===== config.mk =====
export PLATFORM = sky130hd
export DESIGN_NAME = image_tuning_control_smoother
export DESIGN_NICKNAME = d
export VERILOG_FILES = /design/src/itc_pkg.sv /design/src/itc_cfg.sv /design/src/itc_calc.sv /design/src/image_tuning_control_smoother.sv
export VERILOG_INCLUDE_DIRS = /design/src /design/src/src
export SDC_FILE = /design/constraint.sdc
export NUM_CORES = 1
export LEC_CHECK = 0
export BUFFER_PORTS_ARGS = -buffer_cell sky130_fd_sc_hd__buf_2
export CAP_MARGIN = 20
export CORE_MARGIN = 4
export CORE_UTILIZATION = 55
export DETAILED_ROUTE_END_ITERATION = 12
export PLACE_DENSITY = 0.76
export SLEW_MARGIN = 20
export SYNTH_ARGS = -nofsm -noshare
export SYNTH_HDL_FRONTEND = slang
export SYNTH_SLANG_ARGS = --single-unit

===== constraint.sdc =====
create_clock -name i_clk -period 34.4 [get_ports i_clk]
set_input_delay 6.88 -clock i_clk [delete_from_list [all_inputs] [get_ports i_clk]]
set_output_delay 6.88 -clock i_clk [all_outputs]
set_load 0.02 [all_outputs]

===== src/image_tuning_control_smoother_assert.svh =====
// assertion macros for the image tuning control smoother
`ifndef IMAGE_TUNING_CONTROL_SMOOTHER_ASSERT_SVH
`define IMAGE_TUNING_CONTROL_SMOOTHER_ASSERT_SVH

`ifndef SYNTHESIS

// clocked check, held off during reset
`define ITC_ASSERT_CLK(lbl, clk, rst_n, prop) \
    lbl: assert property (@(posedge clk) disable iff (!rst_n) prop) \
        else $error("image tuning control smoother check failed");

// clocked check that also holds during reset
`define ITC_ASSERT_ALWAYS(lbl, clk, prop) \
    lbl: assert property (@(posedge clk) prop) \
        else $error("image tuning control smoother check failed");

`else

`define ITC_ASSERT_CLK(lbl, clk, rst_n, prop)
`define ITC_ASSERT_ALWAYS(lbl, clk, prop)

`endif

`endif


===== src/itc_pkg.sv =====
// shared types, constants and delta tables for the image tuning control smoother
package itc_pkg;

    localparam int NUM_CTRL  = 5;
    localparam int NUM_TIER  = 4;
    localparam int NUM_TABLE = 3;
    localparam int CTRL_W    = 7;
    localparam int TIER_W    = 2;
    localparam int REQ_W     = 4;
    localparam int MODE_W    = 2;
    localparam int CEIL_W    = 28;
    localparam int IDX_W     = 3;

    typedef logic [CTRL_W-1:0]               t_ctrl;
    typedef logic [NUM_CTRL-1:0][CTRL_W-1:0] t_ctrls;
    typedef logic [TIER_W-1:0]               t_tier;
    typedef logic [MODE_W-1:0]               t_mode;
    typedef logic [IDX_W-1:0]                t_idx;

    typedef struct packed {
        t_ctrls              base;
        t_mode               mode;
        logic [CEIL_W-1:0]   ceilings;
    } t_cfg;

    // control order within t_ctrls
    localparam int CTRL_SAT   = 0;
    localparam int CTRL_SHARP = 1;
    localparam int CTRL_DN2D  = 2;
    localparam int CTRL_DN3D  = 3;
    localparam int CTRL_GAMMA = 4;

    localparam t_mode MODE_QUIET    = 2'd0;
    localparam t_mode MODE_DETAIL   = 2'd1;
    localparam t_mode MODE_STANDARD = 2'd2;

    localparam t_idx REG_BASE_SAT   = 3'd0;
    localparam t_idx REG_BASE_SHARP = 3'd1;
    localparam t_idx REG_BASE_DN2D  = 3'd2;
    localparam t_idx REG_BASE_DN3D  = 3'd3;
    localparam t_idx REG_BASE_GAMMA = 3'd4;
    localparam t_idx REG_MODE       = 3'd5;
    localparam t_idx REG_CEILINGS   = 3'd6;

    localparam t_ctrl CTRL_MAX = 7'd100;

    localparam t_ctrl RST_BASE_SAT   = 7'd52;
    localparam t_ctrl RST_BASE_SHARP = 7'd32;
    localparam t_ctrl RST_BASE_DN2D  = 7'd60;
    localparam t_ctrl RST_BASE_DN3D  = 7'd52;
    localparam t_ctrl RST_BASE_GAMMA = 7'd50;
    localparam logic [CEIL_W-1:0] RST_CEILINGS = 28'd211366500;

    // reciprocal of three, scaled by 2^RECIP3_SH; exact for 7-bit magnitudes
    localparam int RECIP3    = 171;
    localparam int RECIP3_SH = 9;

    // deltas indexed [table][control][tier]
    localparam int DELTA [NUM_TABLE][NUM_CTRL][NUM_TIER] = '{
        '{ // quiet
            '{0, -2, -6, -12},
            '{-2, -4, -10, -16},
            '{4, 10, 18, 26},
            '{4, 12, 26, 36},
            '{0, 1, 4, 7}
        },
        '{ // detail
            '{5, 2, -4, -10},
            '{8, 2, -8, -18},
            '{-6, 2, 12, 24},
            '{-4, 4, 16, 28},
            '{0, 3, 7, 10}
        },
        '{ // standard
            '{0, 0, -6, -14},
            '{0, -6, -14, -24},
            '{0, 8, 18, 30},
            '{0, 10, 22, 34},
            '{0, 2, 5, 8}
        }
    };

    function automatic t_tier clamp_tier(input logic signed [REQ_W-1:0] req);
        t_tier t;
        if (req < 0) begin
            t = '0;
        end else if (req > $signed(REQ_W'(NUM_TIER - 1))) begin
            t = TIER_W'(NUM_TIER - 1);
        end else begin
            t = req[TIER_W-1:0];
        end
        return t;
    endfunction

endpackage


===== src/itc_cfg.sv =====
// configuration registers of the image tuning control smoother
module itc_cfg (
    input  logic                         i_clk,
    input  logic                         i_rst_n,
    input  logic                         i_cfg_we,
    input  itc_pkg::t_idx                i_cfg_idx,
    input  logic [itc_pkg::CEIL_W-1:0]   i_cfg_data,
    output itc_pkg::t_cfg                o_cfg
);

    itc_pkg::t_cfg r_cfg;

    always_ff @(posedge i_clk) begin
        if (!i_rst_n) begin
            r_cfg.base[itc_pkg::CTRL_SAT]   <= itc_pkg::RST_BASE_SAT;
            r_cfg.base[itc_pkg::CTRL_SHARP] <= itc_pkg::RST_BASE_SHARP;
            r_cfg.base[itc_pkg::CTRL_DN2D]  <= itc_pkg::RST_BASE_DN2D;
            r_cfg.base[itc_pkg::CTRL_DN3D]  <= itc_pkg::RST_BASE_DN3D;
            r_cfg.base[itc_pkg::CTRL_GAMMA] <= itc_pkg::RST_BASE_GAMMA;
            r_cfg.mode                      <= itc_pkg::MODE_QUIET;
            r_cfg.ceilings                  <= itc_pkg::RST_CEILINGS;
        end else if (i_cfg_we) begin
            case (i_cfg_idx) inside
                [itc_pkg::REG_BASE_SAT:itc_pkg::REG_BASE_GAMMA]: begin
                    r_cfg.base[i_cfg_idx] <= i_cfg_data[itc_pkg::CTRL_W-1:0];
                end
                itc_pkg::REG_MODE: begin
                    r_cfg.mode <= i_cfg_data[itc_pkg::MODE_W-1:0];
                end
                itc_pkg::REG_CEILINGS: begin
                    r_cfg.ceilings <= i_cfg_data;
                end
                default: begin
                    // index beyond the register list, ignored
                end
            endcase
        end
    end

    assign o_cfg = r_cfg;

endmodule


===== src/itc_calc.sv =====
// target, smoothing and cap arithmetic for one item
module itc_calc (
    input  itc_pkg::t_cfg   i_cfg,
    input  itc_pkg::t_tier  i_tier,
    input  logic            i_active,
    input  itc_pkg::t_ctrls i_held,
    output itc_pkg::t_ctrls o_ctrls,
    output itc_pkg::t_ctrl  o_ceiling,
    output logic            o_quiet_mode
);

    itc_pkg::t_mode tbl;
    itc_pkg::t_ctrl ceiling;
    logic           quiet_mode;

    assign quiet_mode = (i_cfg.mode == itc_pkg::MODE_QUIET);
    // unused mode code falls back to the standard table
    assign tbl = (i_cfg.mode > itc_pkg::MODE_STANDARD) ? itc_pkg::MODE_STANDARD : i_cfg.mode;
    assign ceiling = i_cfg.ceilings[itc_pkg::CTRL_W*i_tier +: itc_pkg::CTRL_W];

    always_comb begin
        logic signed [8:0]  sum     [itc_pkg::NUM_CTRL];
        itc_pkg::t_ctrl     target  [itc_pkg::NUM_CTRL];
        logic signed [7:0]  diff    [itc_pkg::NUM_CTRL];
        itc_pkg::t_ctrl     mag     [itc_pkg::NUM_CTRL];
        logic [15:0]        prod    [itc_pkg::NUM_CTRL];
        itc_pkg::t_ctrl     quot    [itc_pkg::NUM_CTRL];
        itc_pkg::t_ctrl     res     [itc_pkg::NUM_CTRL];
        for (int i = 0; i < itc_pkg::NUM_CTRL; i++) begin
            sum[i] = $signed({2'b00, i_cfg.base[i]})
                   + 9'(itc_pkg::DELTA[tbl][i][i_tier]);
            if (sum[i] < 0) begin
                target[i] = '0;
            end else if (sum[i] > $signed({2'b00, itc_pkg::CTRL_MAX})) begin
                target[i] = itc_pkg::CTRL_MAX;
            end else begin
                target[i] = sum[i][itc_pkg::CTRL_W-1:0];
            end
            if (i == itc_pkg::CTRL_DN3D && quiet_mode && target[i] > ceiling) begin
                target[i] = ceiling;
            end

            // one third of the way, truncated toward zero
            diff[i] = $signed({1'b0, target[i]}) - $signed({1'b0, i_held[i]});
            mag[i]  = (diff[i] < 0) ? 7'(-diff[i]) : diff[i][itc_pkg::CTRL_W-1:0];
            prod[i] = 16'(mag[i]) * 16'(itc_pkg::RECIP3);
            quot[i] = 7'(prod[i] >> itc_pkg::RECIP3_SH);
            if (!i_active) begin
                res[i] = target[i];
            end else if (diff[i] < 0) begin
                res[i] = i_held[i] - quot[i];
            end else begin
                res[i] = i_held[i] + quot[i];
            end

            if (i == itc_pkg::CTRL_DN3D && quiet_mode && res[i] > ceiling) begin
                res[i] = ceiling;
            end
            o_ctrls[i] = res[i];
        end
    end

    assign o_ceiling    = ceiling;
    assign o_quiet_mode = quiet_mode;

endmodule


===== src/image_tuning_control_smoother.sv =====
// Image tuning control smoother, top level. Takes one beat per clock cycle
// while not stalled and returns one result beat per input beat: the clamped
// tier is captured in an input register, then the delta lookup, 0..100 clamp,
// one-third smoothing and quiet-mode 3D denoise cap run in a single
// combinational pass into the result register. The result register doubles
// as the held smoothing state, so each item sees the previous item's result
// without a bubble. The input side stalls only while both registers are full
// and the output is stalled. Configuration is five base controls, the mode
// and the packed per-tier 3D denoise ceilings, written through a plain
// index/data write port.
`include "image_tuning_control_smoother_assert.svh"

module image_tuning_control_smoother (
    input  logic                           i_clk,
    input  logic                           i_rst_n,
    input  logic                           i_cfg_we,
    input  itc_pkg::t_idx                  i_cfg_idx,
    input  logic [itc_pkg::CEIL_W-1:0]     i_cfg_data,
    input  logic                           i_in_valid,
    output logic                           o_in_stall,
    input  logic signed [itc_pkg::REQ_W-1:0] i_requested_tier,
    output logic                           o_out_valid,
    input  logic                           i_out_stall,
    output logic [itc_pkg::CTRL_W-1:0]     o_out_saturation,
    output logic [itc_pkg::CTRL_W-1:0]     o_out_sharpness,
    output logic [itc_pkg::CTRL_W-1:0]     o_out_denoise_2d,
    output logic [itc_pkg::CTRL_W-1:0]     o_out_denoise_3d,
    output logic [itc_pkg::CTRL_W-1:0]     o_out_gamma,
    output logic [itc_pkg::TIER_W-1:0]     o_applied_tier
);

    itc_pkg::t_cfg   cfg;
    itc_pkg::t_ctrls n_ctrls;
    itc_pkg::t_ctrl  ceiling;
    logic            quiet_mode;
    logic            in_take;
    logic            advance;

    logic            r_in_valid;
    itc_pkg::t_tier  r_tier;
    logic            r_out_valid;
    itc_pkg::t_ctrls r_ctrls;
    itc_pkg::t_tier  r_out_tier;
    logic            r_active;

    itc_cfg u_cfg (
        .i_clk      (i_clk),
        .i_rst_n    (i_rst_n),
        .i_cfg_we   (i_cfg_we),
        .i_cfg_idx  (i_cfg_idx),
        .i_cfg_data (i_cfg_data),
        .o_cfg      (cfg)
    );

    itc_calc u_calc (
        .i_cfg        (cfg),
        .i_tier       (r_tier),
        .i_active     (r_active),
        .i_held       (r_ctrls),
        .o_ctrls      (n_ctrls),
        .o_ceiling    (ceiling),
        .o_quiet_mode (quiet_mode)
    );

    assign advance    = r_in_valid && (!r_out_valid || !i_out_stall);
    assign o_in_stall = r_in_valid && !advance;
    assign in_take    = i_in_valid && !o_in_stall;

    always_ff @(posedge i_clk) begin
        if (!i_rst_n) begin
            r_in_valid  <= 1'b0;
            r_out_valid <= 1'b0;
            r_active    <= 1'b0;
        end else begin
            if (in_take) begin
                r_in_valid <= 1'b1;
            end else if (advance) begin
                r_in_valid <= 1'b0;
            end
            if (advance) begin
                r_out_valid <= 1'b1;
                r_active    <= 1'b1;
            end else if (!i_out_stall) begin
                r_out_valid <= 1'b0;
            end
        end
    end

    // payload registers; result register is also the held smoothing state
    always_ff @(posedge i_clk) begin
        if (in_take) begin
            r_tier <= itc_pkg::clamp_tier(i_requested_tier);
        end
        if (advance) begin
            r_ctrls    <= n_ctrls;
            r_out_tier <= r_tier;
        end
    end

    assign o_out_valid      = r_out_valid;
    assign o_out_saturation = r_ctrls[itc_pkg::CTRL_SAT];
    assign o_out_sharpness  = r_ctrls[itc_pkg::CTRL_SHARP];
    assign o_out_denoise_2d = r_ctrls[itc_pkg::CTRL_DN2D];
    assign o_out_denoise_3d = r_ctrls[itc_pkg::CTRL_DN3D];
    assign o_out_gamma      = r_ctrls[itc_pkg::CTRL_GAMMA];
    assign o_applied_tier   = r_out_tier;

    `ITC_ASSERT_CLK(a_active_sticks, i_clk, i_rst_n, r_active |=> r_active)
    `ITC_ASSERT_CLK(a_out_needs_active, i_clk, i_rst_n, o_out_valid |-> r_active)
    `ITC_ASSERT_CLK(a_take_fills_input, i_clk, i_rst_n, in_take |=> r_in_valid)
    `ITC_ASSERT_CLK(a_ctrl_range, i_clk, i_rst_n, o_out_valid |-> (o_out_saturation <= itc_pkg::CTRL_MAX && o_out_sharpness <= itc_pkg::CTRL_MAX && o_out_denoise_2d <= itc_pkg::CTRL_MAX && o_out_denoise_3d <= itc_pkg::CTRL_MAX && o_out_gamma <= itc_pkg::CTRL_MAX))
    `ITC_ASSERT_CLK(a_quiet_cap, i_clk, i_rst_n, (advance && quiet_mode) |=> (o_out_denoise_3d <= $past(ceiling)))

endmodule

Word-level counts from Yosys, hierarchy flattened
Cells that the tools add are included.
{"block": "totals", "input_bits": 40, "word_cells": 153, "output_inout_bits": 39, "regBits": 107}
{"block": "classes", "n_reduce_logical": 17, "n_mul": 6, "eq_ne": 3, "shift": 1, "n_bitwise": 4, "n_lt_le_gt_ge": 26, "n_addsub": 25, "muxes": 54}
{"op": "640-bit binary-select mux with 2-bit select", "n": 1}
{"op": "640-bit two-way mux", "n": 2}
{"op": "32-bit binary-select mux with 2-bit select", "n": 5}
{"op": "7-bit two-way mux", "n": 28}
{"op": "9-bit two-way mux", "n": 10}
{"op": "7-bit by 8-bit multiplier with 15-bit output, second input constant", "n": 5}
{"op": "8-bit by 9-bit adder with 9-bit output", "n": 5}
{"op": "9-bit by 8-bit > comparator with 1-bit output, second input constant", "n": 5}
{"op": "9-bit by 1-bit < comparator with 1-bit output, second input constant", "n": 5}
{"op": "8-bit by 1-bit < comparator with 1-bit output, second input constant", "n": 5}
{"op": "7-bit by 7-bit subtractor with 8-bit output", "n": 5}
{"op": "7-bit by 6-bit adder with 7-bit output", "n": 5}
{"op": "35-bit bitwise mux", "n": 1}
{"op": "7-bit negator", "n": 5}
{"op": "7-bit by 6-bit subtractor with 7-bit output", "n": 5}
{"op": "28-bit by 6-bit variable part select with 7-bit output", "n": 1}
{"op": "7-bit demux with 3-bit select", "n": 1}
{"op": "7-bit > comparator", "n": 2}
{"op": "1-bit logical AND", "n": 7}
{"op": "3-bit == test, second input constant", "n": 2}
{"op": "3-bit by 1-bit >= comparator with 1-bit output, second input constant", "n": 2}
{"op": "3-bit >= comparator, second input constant", "n": 2}
{"op": "2-bit NOT with 3-bit output", "n": 2}
{"op": "3-bit by 2-bit multiplier with 5-bit output, first input constant", "n": 1}
{"op": "other kinds (16)", "n": 24}

Logic depth before layout (Yosys ltp)
Gate-level depths: netlist (run 1).
{"block": "depth", "ltp_word": 26, "depth_mapped": 65, "mapped_depth_nobuf": 62}

Hierarchy
A second synthesis (run 1) with hierarchy kept.
{"block": "hier_totals", "cells_unflattened": 1827, "area_unflattened_um2": 15765.1}
{"mod": "itc_calc", "instances": 1, "area_each_um2": 11856.4, "seq_area_each_um2": 0.0, "cells_per_inst": 1519}
{"mod": "itc_cfg", "instances": 1, "area_each_um2": 2607.5, "seq_area_each_um2": 1301.2, "cells_per_inst": 255}
{"mod": "image_tuning_control_smoother", "instances": 1, "area_each_um2": 1301.2, "seq_area_each_um2": 1231.2, "cells_per_inst": 53}

Worst setup path after synthesis (run 1)
Ideal clock, no wire load.
{"block": "synth_timing", "kind": "input to output", "from": "input port i_out_stall", "to": "output port o_in_stall", "stages": 1, "path_buffers": 0, "setup_slack_ns": 20.354, "required_time_ns": 27.520, "arrival_time_ns": 7.166, "cell_sequence": "and3_1"}
{"block": "synth_via", "elab_chain_cells": 5}
{"item": "start: declaration", "line_no": "image_tuning_control_smoother.sv:23", "text": "input logic i_out_stall,"}
{"item": "1-bit logical NOT"}
{"item": "1-bit logical OR", "line_no": "image_tuning_control_smoother.sv:65", "text": "assign advance = r_in_valid && (!r_out_valid || !i_out_stall);"}
{"item": "1-bit logical AND", "line_no": "image_tuning_control_smoother.sv:65"}
{"item": "1-bit logical NOT", "line_no": "image_tuning_control_smoother.sv:66", "text": "assign o_in_stall = r_in_valid && !advance;"}
{"item": "1-bit logical AND", "line_no": "image_tuning_control_smoother.sv:66"}
{"item": "end: declaration", "line_no": "image_tuning_control_smoother.sv:20", "text": "output logic o_in_stall,"}
Every way passes these cells.

==> flow_metrics.py, run 1 <==
metrics = {
    "sta": {
        "clock_skew_ps": 12.4,
        "tightestPinTransition_ps": 996,
        "maxClockFrequency_mhz": 69.5,
        "setup-tns-final_ps": 0,
        "finalHoldViolCount": 0,
        "timing.final.crit_period_ps": 14380,
        "finalSetupViolCount": 0,
        "min_period_over_period_pct": 41.8,
        "rsz_0062_raised_after_global_routing": "false",
        "maxSlewViolCount": 0,
        "relSlewSlack_pct": 33.4,
    },
    "global_route": {
        "first_pass_grt_wire_length_um": 58700,
        "via_count_of_the_first_global_routing_pass": 12818,
        "grt_antenna_before_repair": 2,
        "track_usage_pct": 22.1,
        "globalRouteOverflowTotal": 0,
        "grt_max_degree": 69,
    },
    "detailed_routing": {
        "route.met2.wl_um": 16400,
        "drc": 0,
        "met1_length_um": 16400,
        "met3_wirelength_um": 1340,
        "top_signal_layer_used": "met5",
        "routed_wirelength_um": 34600,
        "drtIter0Drc": 595,
        "post_drt_wl_per_cell_um": 15.0,
        "detailroute.via_count": 12949,
        "dr.pass1.iters": 7,
        "postRouteAntennaNets": 0,
        "route.detailed.vias_per_inst": 5.62,
    },
    "hold_path": {
        "holdPathStages": 2,
        "min_path_type": "flop to flop",
        "hold_path.startpoint": "u_cfg.o_cfg[4]",
    },
    "placement": {
        "dp.final_hpwl_um": 28500,
        "place.gp.congestion": 0.862,
        "numPlacedInstances": 2289,
        "io_buffer_count": 78,
    },
    "logic_synthesis": {
        "syn-instance-count": 1869,
        "post_synth_instance_area_um2": 15700,
        "post_synth_fa_ha_maj_area_fraction_pct": 31.5,
        "syn_avg_cell_area_um2": 8.38,
        "xor_xnor_cell_area_share_of_the_yosys_netlist_pct": 8.89,
        "synthTopCellsByCount": "sky130_fd_sc_hd__ha_1, sky130_fd_sc_hd__inv_1, sky130_fd_sc_hd__nand2_1",
        "syn_nets": 2268,
        "synth_area_in_compound_gates_pct": 16.9,
        "synth_simple_gate_area_share_pct": 15.4,
        "ys_seq_area_share_pct": 16.2,
        "async_flop_share_pct": 0,
        "synth.yosys.warnings": 0,
        "synth.most_common_cell": "sky130_fd_sc_hd__ha_1",
        "muxShareOfSynthArea_pct": 4.31,
        "synth.distinct_cells": 82,
        "synth-edff-count": 39,
        "yosysTopAreaCell": "sky130_fd_sc_hd__ha_1",
        "synth_top_area_share_pct": 23.9,
        "dominant_combinational_cell_family_by_area_after_synthesis": "adder cells",
        "ys_ff_latch": 107,
        "dominantRegCellSynth": "sky130_fd_sc_hd__dfxtp_1",
        "synth_top_cells_by_area": "sky130_fd_sc_hd__ha_1, sky130_fd_sc_hd__dfxtp_1, sky130_fd_sc_hd__fa_1",
    },
    "run_status": {
        "run_status": "finished, final reports clean",
    },
    "die": {
        "ios": 79,
        "die-height_um": 177,
        "die_area_um2": 31300,
        "core_um2": 27900,
        "initial_core_util_pct": 56.1,
        "rows": 61,
        "die_width_um": 177,
    },
    "clocking": {
        "cts_buffers": 9,
        "tritoncts_clock_tree": "yes",
        "post_cts_hold_buffer_count": 0,
        "ctsResizeCount": 0,
        "htree_num_levels": 3,
        "clock_tree.buffer_depth": 2,
        "insertion_delay_ps": 360,
        "clock_sinks": 107,
        "clk_root_buf": "sky130_fd_sc_hd__clkbuf_16",
        "cts.reportedPaths.clkPinSlew_ps": 80,
        "post_cts_buffers": 0,
    },
    "critical_path": {
        "critical-path-top-delay-family": "compound AO/OA/AOI/OAI gates",
        "critPathMostFrequentCell": "sky130_fd_sc_hd__ha_1",
        "cp_max_fo": 14,
        "worst_r2r_startpoint": "u_cfg.o_cfg[29]",
        "minimum_setup_slack_among_reg_to_reg_paths_ps": 20020,
        "critPathSlowestCell": "sky130_fd_sc_hd__a21oi_1",
        "crit_path_start_kind": "flop",
        "critPathLaunch": "u_cfg.o_cfg[29]",
        "worstSetupPathDepth": 58,
        "reg2reg_depth": 58,
        "critical_path_data_arrival_time_ps": 14460,
        "crit_required_ps": 34480,
        "critical_path.max_stage_delay_ps": 700,
        "timing.critical_path.to_type": "flop",
        "worstPathBufferInverterCount": 4,
        "crit_type": "flop to flop",
    },
    "job": {
        "max_cap_violations": 0,
    },
    "finish": {
        "syn_to_final_growth_pct": 6.69,
        "share_of_final_layout_standard_cells_stronger_than_drive_strength_1_pct": 7.94,
        "num-nets-final": 2322,
        "num_antenna_cells": 0,
        "fill_cell_total_of_the_finished_layout": 2532,
        "layoutNonFillerInstCount": 2306,
    },
}
## cells by family (layout without fill, tap and decap cells)
kind of cell,after synthesis,after routing
muxes,56,56
buffers and inverters,277,336
adders and majority gates,359,359
and+or+nand+nor,511,511
AOI/OAI and AO/OA,400,400
DFF,107,107
xor gates and xnor gates,159,159
## cell usage in the layout, fill, tap and decap left out, types with 12 or more instances in the layout
| master | instances |
|---|---|
| sky130_fd_sc_hd__ha_1 | 299 |
| sky130_fd_sc_hd__inv_1 | 236 |
| sky130_fd_sc_hd__nand2_1 | 198 |
| sky130_fd_sc_hd__xnor2_1 | 108 |
| sky130_fd_sc_hd__nor2_1 | 105 |
| sky130_fd_sc_hd__a21oi_1 | 103 |
| sky130_fd_sc_hd__buf_2 | 78 |
| sky130_fd_sc_hd__dfxtp_1 | 67 |
| sky130_fd_sc_hd__fa_1 | 60 |
| sky130_fd_sc_hd__o21ai_0 | 59 |
| sky130_fd_sc_hd__a21o_1 | 51 |
| sky130_fd_sc_hd__xor2_1 | 51 |
| sky130_fd_sc_hd__nand3_1 | 46 |
| sky130_fd_sc_hd__edfxtp_1 | 39 |
| sky130_fd_sc_hd__nor2b_1 | 36 |
| sky130_fd_sc_hd__a21boi_0 | 33 |
| sky130_fd_sc_hd__mux2i_1 | 29 |
| sky130_fd_sc_hd__nand2b_1 | 28 |
| sky130_fd_sc_hd__o31ai_1 | 21 |
| sky130_fd_sc_hd__mux2_2 | 19 |
| sky130_fd_sc_hd__nor3_1 | 18 |
| sky130_fd_sc_hd__o21a_1 | 17 |
| sky130_fd_sc_hd__o21bai_1 | 15 |
| sky130_fd_sc_hd__and2_1 | 14 |
| sky130_fd_sc_hd__a31oi_1 | 14 |
| sky130_fd_sc_hd__nand4_1 | 12 |
| sky130_fd_sc_hd__o21ai_1 | 12 |
## metrics by stage
step	cell area, um^2	worst slack [ps]	utilization, %	hold WS, ps
after floorplan	15700	20350	-	435
after global placement	16400	20150	58.7	445
after detailed placement	16400	20130	58.7	455
after global routing	16700	19030	59.9	482
final	16700	20020	59.9	465
after CTS	16700	20130	59.8	472
## layout make-up
cell class / count / area, um^2 / share of cell area [%]
Multi-Input combinational cell: 1485 / 12100 / 72.3
Inverter: 237 / 891 / 5.33
Clock buffer: 9 / 225 / 1.35
Timing Repair Buffer: 83 / 440 / 2.63
Clock inverter: 7 / 66.3 / 0.397
Tap cell: 378 / 473 / 2.83
Sequential cell: 107 / 2530 / 15.2
## metal layers
metal / vias up / track usage, %
met2: 240 / 38.4
met5: - / 0
met3: 41 / 2.44
li1: 6583 / -
met1: 6081 / 30.0
met4: 4 / 4.48
## tightest hold or removal path: stages (launching register included)
cell	delay [ps]
sky130_fd_sc_hd__dfxtp_1	310
sky130_fd_sc_hd__nand2_1	50
sky130_fd_sc_hd__a21boi_0	60
## flip-flops by register name, indices dropped and copies added (netlist names)
| register | flops |
|---|---|
| o_out_valid | 1 |
| o_out_sharpness | 7 |
| o_out_gamma | 7 |
| o_out_denoise_2d | 7 |
| o_out_denoise_3d | 7 |
| r_in_valid | 1 |
| u_cfg.o_cfg | 65 |
| r_tier | 2 |
| r_active | 1 |
| o_applied_tier | 2 |
| o_out_saturation | 7 |
## path summary, 6_finish.rpt
check                                           end
worst max-delay path            o_out_denoise_3d[1]
worst min register to register       u_cfg.o_cfg[4]
worst max register to register  o_out_denoise_3d[1]
worst min-delay path                 u_cfg.o_cfg[4]
Power of run 1 is not shown: default switching activity piles up to over one toggle a cycle in this logic, so the estimate is an artifact.
==> run 2, diff against run 1 <==
--- a/config.mk
+++ b/config.mk
@@ -6,6 +6,7 @@
 export SDC_FILE = /design/constraint.sdc
 export NUM_CORES = 1
 export LEC_CHECK = 0
+export ABC_AREA = 1
 export BUFFER_PORTS_ARGS = -buffer_cell sky130_fd_sc_hd__buf_2
 export CAP_MARGIN = 20
 export CORE_MARGIN = 4
==> constraint.sdc (replaced) <==
create_clock -name i_clk -period 14.3 [get_ports i_clk]
set_input_delay 2.86 -clock i_clk [delete_from_list [all_inputs] [get_ports i_clk]]
set_output_delay 2.86 -clock i_clk [all_outputs]
set_load 0.02 [all_outputs]
==> run 2 against run 1 <==
Against the previous run:
- flip-flop and latch count did not move
- critical path depth rose by 5
- clock-buffer cell count rose by 1
- clock skew barely moved
- die area rose by 3.2%
- highest routed layer unchanged
==> flow_metrics.py, run 2 <==
metrics = {
    "run_status": {
        "run_status": "finished, final reports clean",
    },
    "critical_path": {
        "crit_path_start_kind": "flop",
        "worstPathBufferInverterCount": 10,
        "cp_max_fo": 20,
        "critical-path-top-delay-family": "adder cells",
        "critical_path_data_arrival_time_ps": 12760,
        "crit_required_ps": 14390,
        "timing.critical_path.to_type": "flop",
        "critPathSlowestCell": "sky130_fd_sc_hd__edfxtp_1",
        "critPathMostFrequentCell": "sky130_fd_sc_hd__nand2_1",
        "crit_type": "flop to flop",
        "critPathLaunch": "r_tier[1]",
        "worst_r2r_startpoint": "r_tier[1]",
        "critical_path.max_stage_delay_ps": 770,
        "reg2reg_depth": 63,
        "worstSetupPathDepth": 63,
    },
    "finish": {
        "layout_common_cells": "sky130_fd_sc_hd__inv_1, sky130_fd_sc_hd__nand2_1, sky130_fd_sc_hd__ha_1",
        "largest_reg_flops": 65,
        "syn_to_final_growth_pct": 6.81,
        "num-nets-final": 2710,
        "finalInstanceArea_um2": 17300,
        "num_antenna_cells": 0,
        "share_of_final_layout_standard_cells_stronger_than_drive_strength_1_pct": 9.07,
        "final_common_cell": "sky130_fd_sc_hd__inv_1",
    },
    "detailed_routing": {
        "routed_wirelength_um": 36900,
        "detailroute.via_count": 14417,
        "post_drt_wl_per_cell_um": 13.7,
        "drc": 0,
        "met1_length_um": 16600,
        "met3_wirelength_um": 1580,
        "postRouteAntennaNets": 0,
        "drtIter0Drc": 851,
        "route.detailed.vias_per_inst": 5.34,
        "route.met2.wl_um": 17900,
        "dr.pass1.iters": 6,
        "top_signal_layer_used": "met5",
    },
    "logic_synthesis": {
        "ys_seq_area_share_pct": 15.6,
        "dominantRegCellSynth": "sky130_fd_sc_hd__dfxtp_1",
        "ys_ff_latch": 107,
        "synth_top_cells_by_area": "sky130_fd_sc_hd__ha_1, sky130_fd_sc_hd__inv_1, sky130_fd_sc_hd__nand2_1",
        "post_synth_instance_area_um2": 16200,
        "synth-edff-count": 39,
        "synth_top_area_share_pct": 23.1,
        "synth.most_common_cell": "sky130_fd_sc_hd__inv_1",
        "yosysTopAreaCell": "sky130_fd_sc_hd__ha_1",
        "synth.yosys.warnings": 0,
        "syn_avg_cell_area_um2": 7.22,
        "syn-instance-count": 2243,
        "synth.distinct_cells": 57,
        "syn_nets": 2642,
        "async_flop_share_pct": 0,
        "synthTopCellsByCount": "sky130_fd_sc_hd__inv_1, sky130_fd_sc_hd__nand2_1, sky130_fd_sc_hd__ha_1",
    },
    "clocking": {
        "tritoncts_clock_tree": "yes",
        "clock_sinks": 107,
        "insertion_delay_ps": 360,
        "clk_root_buf": "sky130_fd_sc_hd__clkbuf_16",
        "post_cts_hold_buffer_count": 0,
        "cts_buffers": 9,
        "cts.reportedPaths.clkPinSlew_ps": 80,
        "ctsResizeCount": 0,
        "htree_num_levels": 3,
        "post_cts_buffers": 0,
        "clock_tree.buffer_depth": 2,
    },
    "die": {
        "die_width_um": 180,
        "core_um2": 28900,
        "rows": 62,
        "initial_core_util_pct": 56.1,
        "ios": 79,
        "die-height_um": 180,
        "die_area_um2": 32200,
    },
    "hold_path": {
        "min_path_type": "flop to flop",
        "holdPathStages": 2,
        "hold_path.startpoint": "u_cfg.o_cfg[24]",
    },
    "sta": {
        "rsz_0062_raised_after_global_routing": "false",
        "finalHoldViolCount": 0,
        "maxSlewViolCount": 0,
        "maxClockFrequency_mhz": 79.0,
        "tightestPinTransition_ps": 1040,
        "timing.final.crit_period_ps": 12660,
        "clock_skew_ps": 12.2,
        "finalSetupViolCount": 0,
        "min_period_over_period_pct": 88.5,
        "setup-tns-final_ps": 0,
        "relSlewSlack_pct": 30.7,
        "post-route-worst-setup-slack_ps": 1640,
    },
    "placement": {
        "dpl-instance-area_um2": 17000,
        "io_buffer_count": 78,
        "place.gp.congestion": 0.934,
        "dp.final_hpwl_um": 31100,
        "pre_cts_slack_ps": 1770,
    },
    "global_route": {
        "globalRouteOverflowTotal": 0,
        "grt_max_degree": 66,
        "grt_antenna_before_repair": 1,
        "track_usage_pct": 22.7,
        "via_count_of_the_first_global_routing_pass": 14120,
        "first_pass_grt_wire_length_um": 63700,
    },
    "job": {
        "max_cap_violations": 0,
    },
}
run 2: cell type report:
type                       count  area [um^2]
clock buffer                  10          239
clock inverter                 6         43.8
fill                        2698        11600
inverter                     431         1630
multi-input combinational   1680        12000
sequential                   107         2530
tap                          384          480
timing repair buffer          82          420
run 2: worst paths after layout:
kind | to | slack, ps
setup / recovery | o_out_denoise_3d[3] | 1640
hold / removal | u_cfg.o_cfg[24] | 460
setup reg to reg | o_out_denoise_3d[3] | 1640
hold reg to reg | u_cfg.o_cfg[24] | 460
run 2: metal layers:
metal | GRT usage (%) | vias up
met5 | 0 | -
met4 | 5.33 | 2
met3 | 3.23 | 63
met2 | 40.5 | 313
met1 | 29.2 | 6603
li1 | - | 7436
run 2: cell families after synthesis:
family | synth area share, %
DFF | 15.6
muxes | 0.124
AOI/OAI and AO/OA | 12.3
buffers and inverters | 10.6
and+or+nand+nor | 23.7
xor gates and xnor gates | 7.05
adders and majority gates | 30.5
run 2: tightest hold or removal path: stages, from the launching register on:
cell                      delay [ps]
sky130_fd_sc_hd__dfxtp_1         300
sky130_fd_sc_hd__inv_1            60
sky130_fd_sc_hd__a21oi_1          60
run 2: per-stage QoR:
stage / util [%] / cells / hold slack, ps
6_report: 59.9 / 2700 / 463
5_1_grt: 59.9 / 2700 / 491
4_1_cts: 59.9 / 2700 / 463
3_5_place_dp: 58.9 / 2684 / 444
3_3_place_gp: 58.9 / 2684 / 443
2_1_floorplan: - / 2243 / 421
Power of run 2 is left out for the same reason.
==> run 3, diff against run 2 <==
--- a/config.mk
+++ b/config.mk
@@ -9,6 +9,7 @@
 export ABC_AREA = 1
 export BUFFER_PORTS_ARGS = -buffer_cell sky130_fd_sc_hd__buf_2
 export CAP_MARGIN = 20
+export CORE_ASPECT_RATIO = 1.75
 export CORE_MARGIN = 4
 export CORE_UTILIZATION = 55
 export DETAILED_ROUTE_END_ITERATION = 12
==> run 3 against run 2 <==
Against the previous run:
- global-route usage grew 1.4 points
- flip-flop and latch count unchanged
- utilization rose by 0.092 points
- hold slack got worse by 6.6 ps
- cell area about the same
==> flow_metrics.py, run 3 (synthesis gave the netlist of run 2 again) <==
metrics = {
    "run_status": {
        "run_status": "finished, final reports clean",
    },
    "hold_path": {
        "hold_path.startpoint": "u_cfg.o_cfg[24]",
        "min_path_type": "flop to flop",
    },
    "clocking": {
        "tritoncts_clock_tree": "yes",
        "clock_sinks": 107,
        "ctsResizeCount": 0,
        "cts_buffers": 9,
        "post_cts_buffers": 0,
        "clk_root_buf": "sky130_fd_sc_hd__clkbuf_16",
        "cts.reportedPaths.clkPinSlew_ps": 80,
        "post_cts_hold_buffer_count": 0,
        "htree_num_levels": 3,
        "insertion_delay_ps": 370,
        "clock_tree.buffer_depth": 2,
    },
    "die": {
        "die_width_um": 138,
        "initial_core_util_pct": 56.2,
        "die_area_um2": 32400,
        "rows": 82,
        "core_um2": 28800,
        "ios": 79,
        "die-height_um": 235,
    },
    "detailed_routing": {
        "drc": 0,
        "route.detailed.vias_per_inst": 5.40,
        "dr.pass1.iters": 8,
        "post_drt_wl_per_cell_um": 14.4,
        "detailroute.via_count": 14536,
        "drtIter0Drc": 568,
        "routed_wirelength_um": 38800,
        "postRouteAntennaNets": 0,
    },
    "finish": {
        "regArea_um2": 2530,
        "num_antenna_cells": 0,
        "largest_reg_flops": 65,
        "layout_common_cells": "sky130_fd_sc_hd__inv_1, sky130_fd_sc_hd__nand2_1, sky130_fd_sc_hd__ha_1",
        "share_of_final_layout_standard_cells_stronger_than_drive_strength_1_pct": 9.02,
        "layoutNonFillerInstCount": 2694,
        "multi_input_comb_area_um2": 12000,
        "syn_to_final_growth_pct": 6.87,
        "final_common_cell": "sky130_fd_sc_hd__inv_1",
        "num-nets-final": 2710,
        "fill_cell_total_of_the_finished_layout": 2721,
    },
    "placement": {
        "place.gp.congestion": 0.929,
        "numPlacedInstances": 2678,
        "dp.final_hpwl_um": 33000,
        "io_buffer_count": 78,
        "pre_cts_slack_ps": 1730,
    },
    "sta": {
        "finalHoldViolCount": 0,
        "finalSetupViolCount": 0,
        "setup-tns-final_ps": 0,
        "clock_skew_ps": 8.95,
        "timing.final.crit_period_ps": 12730,
        "tightestPinTransition_ps": 1040,
        "rsz_0062_raised_after_global_routing": "false",
        "min_period_over_period_pct": 89.1,
        "post-route-worst-setup-slack_ps": 1570,
        "relSlewSlack_pct": 30.6,
        "maxClockFrequency_mhz": 78.5,
        "maxSlewViolCount": 0,
    },
    "critical_path": {
        "worst_r2r_startpoint": "r_tier[1]",
        "cp_max_fo": 20,
        "critical_path_data_arrival_time_ps": 12870,
        "critPathLaunch": "r_tier[1]",
        "crit_path_start_kind": "flop",
        "critPathSlowestCell": "sky130_fd_sc_hd__edfxtp_1",
        "critical_path.max_stage_delay_ps": 790,
        "timing.critical_path.to_type": "flop",
        "critPathMostFrequentCell": "sky130_fd_sc_hd__nand2_1",
        "crit_type": "flop to flop",
        "crit_required_ps": 14430,
    },
    "job": {
        "max_cap_violations": 0,
    },
    "global_route": {
        "via_count_of_the_first_global_routing_pass": 14761,
        "grt_max_degree": 66,
        "grt_antenna_before_repair": 0,
        "track_usage_pct": 24.1,
        "first_pass_grt_wire_length_um": 64700,
        "globalRouteOverflowTotal": 0,
    },
}
[run 3: cell count changes in the layout (fill, tap and decap cells not counted), sizes merged]
cell    change
bufinv      +1
inv         -2
clkinv      +1
[run 3: area by class of cell]
type	count	share of cell area, %
sequential	107	14.6
multi-input combinational	1680	69.1
inverter	431	9.39
tap	378	2.73
clock buffer	10	1.32
timing repair buffer	82	2.43
clock inverter	6	0.412
[run 3: final timing paths]
check	end	slack (ps)	cells after the start
min	u_cfg.o_cfg[24]	460	2
max	o_out_denoise_3d[6]	1570	66
min reg2reg	u_cfg.o_cfg[24]	460	2
max reg2reg	o_out_denoise_3d[6]	1570	66
[run 3: through the flow]
stage / hold WS, ps / instance area [um^2] / util (%)
final: 456 / 17300 / 60.0
after global routing: 477 / 17300 / 60.0
after CTS: 457 / 17300 / 60.0
after detailed placement: 443 / 17000 / 59.0
after global placement: 434 / 17000 / 59.0
after floorplan: 421 / 16200 / -
[run 3: layer usage]
metal  routed length (um)  global-route usage [%]
met1                14600                    24.8
met2                21400                    46.8
met3                 1100                    2.31
met4                 1810                    11.9
met5                    0                       0
[run 3: worst max-delay path: cells and delay by family (launching register included)]
kind | cells | cell delay [ps]
XOR/XNOR | 5 | 960
flip-flops | 1 | 790
adder cells (fa/ha/maj) | 12 | 4140
AND/OR/NAND/NOR | 25 | 3000
AO/OA/AOI/OAI | 14 | 2530
buffers and inverters | 10 | 1070
Power of run 3 is left out for the same reason.
